**config.mk**
```make
export PLATFORM = sky130hd
export DESIGN_NAME = acs_front
export DESIGN_NICKNAME = d
export VERILOG_FILES = /design/src/hdl/acs_pkg.sv /design/src/hdl/acs_front.sv
export VERILOG_INCLUDE_DIRS = /design/src /design/src/hdl
export SDC_FILE = /design/constraint.sdc
export NUM_CORES = 1
export LEC_CHECK = 0
export BUFFER_PORTS_ARGS = -buffer_cell sky130_fd_sc_hd__buf_2
export CAP_MARGIN = 25
export CORE_MARGIN = 3
export CORE_UTILIZATION = 55
export DETAILED_ROUTE_END_ITERATION = 10
export PLACE_DENSITY = 0.83
export SYNTH_ARGS = -nofsm -noshare
export SYNTH_HDL_FRONTEND = slang
export SYNTH_SLANG_ARGS = --single-unit
```
**constraint.sdc**
```tcl
create_clock -name clk -period 3 [get_ports clk]
set_input_delay 0.3 -clock clk [delete_from_list [all_inputs] [get_ports clk]]
set_output_delay 0.3 -clock clk [all_outputs]
set_load 0.01 [all_outputs]
```
**src/hdl/accumulator_cpu_8bit_step_core_defines.svh**
```systemverilog
// Assertion macros shared by the block's modules.
// No dependencies.
`ifndef ACCUMULATOR_CPU_8BIT_STEP_CORE_DEFINES_SVH
`define ACCUMULATOR_CPU_8BIT_STEP_CORE_DEFINES_SVH
`ifndef SYNTHESIS
`define ACS_ASSERT(label, clk, rst, prop) \
  label: assert property (@(posedge clk) disable iff (rst) (prop)) else $error("assertion failed");
`define ACS_ASSERT_R(label, clk, prop) \
  label: assert property (@(posedge clk) (prop)) else $error("assertion failed");
`else
`define ACS_ASSERT(label, clk, rst, prop)
`define ACS_ASSERT_R(label, clk, prop)
`endif
`endif

```
**src/hdl/acs_pkg.sv**
```systemverilog
// Package of the accumulator CPU step core: item kinds, opcode groups, queue entry
// and status codes. No dependencies.
package acs_pkg;

  localparam int MemBytes = 512;
  localparam int MemAddrW = 9;

  localparam logic [1:0] KindWrite = 2'd0;
  localparam logic [1:0] KindRead  = 2'd1;
  localparam logic [1:0] KindExec  = 2'd2;

  localparam logic [1:0] StRun     = 2'd0;
  localparam logic [1:0] StHalt    = 2'd1;
  localparam logic [1:0] StIllegal = 2'd2;

  localparam logic [3:0] OpMisc   = 4'h0;
  localparam logic [3:0] OpIo     = 4'h1;
  localparam logic [3:0] OpFlag   = 4'h2;
  localparam logic [3:0] OpBranch = 4'h3;
  localparam logic [3:0] OpShift  = 4'h4;
  localparam logic [3:0] OpBad    = 4'h5;
  localparam logic [3:0] OpLd     = 4'h6;
  localparam logic [3:0] OpSt     = 4'h7;
  localparam logic [3:0] OpSbc    = 4'h8;
  localparam logic [3:0] OpAdc    = 4'h9;
  localparam logic [3:0] OpSub    = 4'ha;
  localparam logic [3:0] OpAdd    = 4'hb;
  localparam logic [3:0] OpEor    = 4'hc;
  localparam logic [3:0] OpOr     = 4'hd;
  localparam logic [3:0] OpAnd    = 4'he;
  localparam logic [3:0] OpCmp    = 4'hf;

  localparam logic [7:0] IrIllegal = 8'h08;
  localparam logic [7:0] IrJal     = 8'h0a;
  localparam logic [7:0] IrJr      = 8'h0b;
  localparam logic [7:0] IrHalt    = 8'h0c;

  typedef struct packed {
    logic [1:0]          kind;
    logic [MemAddrW-1:0] mem_addr;
    logic [7:0]          mem_wdata;
    logic [7:0]          in_data;
    logic                in_full;
    logic                out_drained;
  } item_t;

endpackage

```
**src/hdl/acs_front.sv**
```systemverilog
// Front part: accepts input beats and queues them in a two-entry queue.
// Depends on acs_pkg and the defines header.
`include "accumulator_cpu_8bit_step_core_defines.svh"
module acs_front (
  input  logic           clk,
  input  logic           rst,
  input  logic           in_valid,
  output logic           in_stall,
  input  acs_pkg::item_t in_item,
  output logic           q_valid,
  input  logic           q_take,
  output acs_pkg::item_t q_item
);

  acs_pkg::item_t slots [2];
  logic rd_ptr;
  logic wr_ptr;
  logic [1:0] count;
  logic push;
  logic pop;

  assign in_stall = (count == 2'd2);
  assign push = in_valid && !in_stall;
  assign q_valid = (count != 2'd0);
  assign pop = q_take && q_valid;
  assign q_item = slots[rd_ptr];

  always_ff @(posedge clk) begin
    if (push) begin
      slots[wr_ptr] <= in_item;
    end
    if (rst) begin
      rd_ptr <= 1'b0;
      wr_ptr <= 1'b0;
      count <= 2'd0;
    end else begin
      if (push) begin
        wr_ptr <= !wr_ptr;
      end
      if (pop) begin
        rd_ptr <= !rd_ptr;
      end
      count <= count + {1'b0, push} - {1'b0, pop};
    end
  end

  `ACS_ASSERT(a_no_overflow, clk, rst, count <= 2'd2)
  `ACS_ASSERT(a_push_counts, clk, rst, (push && !pop && count == 2'd0) |=> count == 2'd1)
  `ACS_ASSERT(a_ptr_gap, clk, rst, (count == 2'd1) |-> (rd_ptr != wr_ptr))

endmodule

```
# Yosys cells after proc, flatten, opt, wreduce, memory -nomap -nowiden
# Memory sizes are Yosys's and may differ from the RTL's. A register that Yosys moved wholly into a read port is not among the register bits.
# Index checks and enable logic that the tools add are counted.
[totals]
ff_bits = 4
ram_bits = 58
in_bits = 33
wordCells = 17
memories = 1
[memory_table]
columns = ["memory", "words", "word_bits", "read_ports", "rd_clocked_by_memory_dff", "write_ports", "line", "source"]
rows = [
  ["slots", 2, 29, 1, 1, 1, "acs_front.sv:15", "acs_pkg::item_t slots [2];"],
]
[op_classes]
addsub = 2
eq_ne = 1
n_mux = 4
n_reduce_logical = 6
[ops]
columns = ["operator", "count"]
rows = [
  ["$mux 1", 4],
  ["$logic_not 1->1", 3],
  ["$add 2x1->2", 1],
  ["$eq 2x2->1 const B", 1],
  ["$logic_and 1x1->1", 2],
  ["$reduce_bool 2->1", 1],
  ["$sub 2x1->2", 1],
]

# Logic depth before layout (Yosys ltp)
[logic_depth]
ltp_word = 5
mapped_depth = 8

# Worst setup path before layout
# Ideal clock, no wire load.
[synth_timing]
kind = "reg-to-reg"
startpoint = "reg count[0]"
endpoint = "mem slots[0][0] in the netlist's numbering (enable)"
setup_ns = 0.384
arrival_time_ns = 1.435
slack_ns = 1.181
path_stages_with_launch = 5
n_path_buf = 0
synth_period_minus_slack_ns = 1.819
cell_sequence = "dfxtp_1 -> nand2b_2 -> inv_2 -> or3_1 -> inv_1"
[synth_via]
elab_chain_cells = 5
[synth_rtl]
columns = ["item", "line", "source"]
rows = [
  ["start, declared", "acs_front.sv:18", "logic [1:0] count;"],
  ["start signal, assigned", "acs_front.sv:43", "count <= count + {1'b0, push} - {1'b0, pop};"],
  ["$eq 2x2->1", "acs_front.sv:22", "assign in_stall = (count == 2'd2);"],
  ["named net in_stall", "acs_front.sv:8", "output logic in_stall,"],
  ["$logic_not 1->1", "acs_front.sv:23", "assign push = in_valid && !in_stall;"],
  ["$logic_and 1x1->1", "acs_front.sv:23", ""],
  ["$mux 1", "acs_front.sv:29", "if (push) begin"],
  ["$mux 1 (implied by the code)", "acs_front.sv:30", "slots[wr_ptr] <= in_item;"],
  ["end, declared", "acs_front.sv:15", ""],
]
# The timed path passes the listed nets, and every way through them passes these cells.

==> out/results.tsv <==
stage	metric	value	unit
sta	clock skew	0.0112	ns
run	Max-Cap Viols	0	
sta	f_max	478	MHz
clock_tree	Clock Pin Slew Worst Setup and Hold Paths	0.07	ns
placement	DP HPWL	2690	µm
clock_tree	Post-CTS Hold Fix Bufs	0	
detailed_routing	vias after detailed routing	1254	
logic_synthesis	fraction of registers with async set/reset	0	
global_route	largest net degree at the start of global routing	30	
die	Die Span Y	71.0	µm
logic_synthesis	YS warnings	0	
detailed_routing	drt first pass iters	4	
clock_tree	clock sink count	63	
clock_tree	Skew-Pair Late Insertion Delay	0.33	ns
logic_synthesis	flops & latches, synth	63	
die	Core Region	3850	µm²
worst_setup_path	crit path DAT	1.79	ns
global_route	first-pass GRT wire length	6290	µm
sta	RSZ-0062 raised after global routing	no	
logic_synthesis	syn_nets	151	
sta	Pins Over Slew Limit	0	
logic_synthesis	ys flop type	edfxtp_1	
die	io pins	64	
cells_and_area	antenna cells	0	
detailed_routing	via/cell ratio	5.18	
clock_tree	Setup Buffers After CTS	0	
worst_setup_path	startpoint types	flop	
power_and_ir_drop	Leak Pwr	1.14	nW
logic_synthesis	Post-synth EDFFs	58	
sta	Final min period	2.09	ns
worst_setup_path	peak fanout along the critical path	19	
clock_tree	CTS tree	yes	
power_and_ir_drop	Reg power frac	0.460	
power_and_ir_drop	Sw Ratio	0.256	
logic_synthesis	syn avg cell area	20.0	µm²
global_route	vias in the first global route	1309	
clock_tree	clock buffer depth	2	
logic_synthesis	Synth Cell Area	2320	µm²
worst_setup_path	cell-by-cell trace of the critical path	buf_4, mux2_2, buf_2	
worst_setup_path	delay of the slowest critical-path stage	0.59	ns
power_and_ir_drop	worst vdd ir	0.615	mV
power_and_ir_drop	Switching Power	0.000638	W
cells_and_area	Post-layout nets	224	
cells_and_area	share of layout cells above drive strength 1	0.577	
cells_and_area	Fill cells	239	
worst_setup_path	WS Path Type	reg2out	
sta	Tcrit/Tclk final	0.697	
die	row cnt	22	
detailed_routing	DRC errors left	0	
min_path	HP Start	in_item[28]	
power_and_ir_drop	power share of the combinational group	0.224	
global_route	initial antenna violation count	0	
global_route	total gr overflow	0	
min_path	hold crit path type	in2reg	
sta	setup_tns	0	ns
sta	Setup WS post-layout	0.910	ns
clock_tree	CTS H-Tree Depth	3	
clock_tree	CTS buffer count	9	
placement	Buffers on Ports	63	
worst_setup_path	CP endpoint kind	output port	
placement	setup slack at placement	1.23	ns
power_and_ir_drop	Clock power frac	0.315	
cells_and_area	area occupied by multi-input gates	445	µm²
cells_and_area	most frequent cells in the layout	63 x buf_2, 58 x edfxtp_1, 29 x mux2_2, 10 x clkbuf_8, 5 x dfxtp_1	
die	die area	5040	µm²
sta	relative slew slack	0.547	
sta	final setup fails	0	
detailed_routing	initial DRC count	91	
cells_and_area	Layout area overhead	25.1	%
worst_setup_path	CP max stage cell	dfxtp_1	
die	Die W	71.0	µm
global_route	Total GRT Usage	0.169	
detailed_routing	Wirelength per Cell	16.5	µm
cells_and_area	most common cell after layout, fill and taps aside	buf_2	
clock_tree	CTS root buffer	clkbuf_8	
detailed_routing	WL final	3990	µm
outcome	outcome	finished clean	
sta	final hold violation count	0	
clock_tree	PostCTS Resize Cnt	0	
logic_synthesis	sequential area share after synthesis	0.793	
logic_synthesis	Cell variety after synth	20	
worst_setup_path	reg-to-reg startpoint	count[0]$_SDFF_PP0_	
power_and_ir_drop	Internal	0.00186	W
power_and_ir_drop	PwrDens	858	nW/µm²
worst_setup_path	critical path data required time	2.70	ns
logic_synthesis	synthesized netlist cell count	116	
detailed_routing	Routed Antenna Nets	0	
sta	worst-margin pin slew	0.679	ns
placement	gpl congestion	0.718	
die	Initial Utilization	0.603	
cells_and_area	Seq. cell area	1840	µm²
through the flow:
step                      hold slack (ns)   util  cell area, µm²  total power [W]  std cells
after floorplan                     0.369      -            2320          0.00152        116
final                               0.163  0.755            2910          0.00250        242
after detailed placement            0.490  0.699            2690          0.00173        226
after global routing                0.139  0.755            2910          0.00262        242
after global placement              0.464  0.699            2690          0.00170        226
after CTS                           0.149  0.755            2910          0.00252        242
synthesized netlist by cell type, types with 2 or more instances:
| library cell | instances | area (µm²) |
|---|---|---|
| dfxtp_1 | 5 | 100 |
| ha_1 | 2 | 25.0 |
| nor2_1 | 3 | 11.3 |
| xnor2_1 | 2 | 17.5 |
| inv_1 | 3 | 11.3 |
| buf_2 | 2 | 10.0 |
| edfxtp_1 | 58 | 1740 |
| mux2_2 | 29 | 327 |
flip-flops by register name, summed over array words and instances (netlist names), named ones only:
register and cells:
rd_ptr 1, slots 58, wr_ptr 1, count 2
power groups by stage:
stage / Combinational, W / Sequential, W / Clock [W]
finish: 0.000560 / 0.00115 / 0.000787
global route: 0.000608 / 0.00116 / 0.000852
CTS: 0.000572 / 0.00115 / 0.000801
floorplan: 0.000386 / 0.00114 / 0
global placement: 0.000548 / 0.00116 / 0
detailed placement: 0.000563 / 0.00117 / 0
final timing paths:
kind / slack (ns) / depth (start not counted) / end
worst max-delay path: 0.91 / 3 / q_item[6]
worst min-delay path: 0.16 / 1 / slots[1][28]$_DFFE_PP_
worst max register to register: 1.33 / 5 / slots[0][7]$_DFFE_PP_
worst min register to register: 0.49 / 2 / wr_ptr$_SDFFE_PP0N_
routing by layer:
| metal | vias up | wire (µm) | GRT usage |
|---|---|---|---|
| met1 | 613 | 1620 | 0.200 |
| met3 | 4 | 284 | 0.0653 |
| met2 | 47 | 2060 | 0.277 |
| li1 | 590 | - | - |
| met4 | 0 | 31 | 0.0689 |
| met5 | - | 0 | 0 |
kinds of logic (layout without fill, tap and decap cells):
logic type,after synthesis,in the layout,synth area share
AO/OA/AOI/OAI,3,3,0.00754
XOR/XNOR,3,3,0.0113
adder cells (fa/ha/maj),2,2,0.0108
buffers and inverters,7,85,0.0156
flip-flops,63,63,0.793
multiplexers,29,29,0.141
AND/OR/NAND/NOR,9,9,0.0215
final cells by class:
class | instances | area share
flip-flops and latches | 63 | 0.633
multi-input cells | 46 | 0.153
inverters | 4 | 0.00516
well taps | 48 | 0.0207
clock inverters | 4 | 0.0241
repair buffers | 65 | 0.114
clock buffers | 12 | 0.0499
worst max-delay path, delay by kind of cell, from the launching register on:
family	cells	cell delay (ns)
flip-flops	1	0.59
multiplexers	1	0.38
buffers and inverters	2	0.49
No activity file was read; power rests on OpenSTA's default activity.
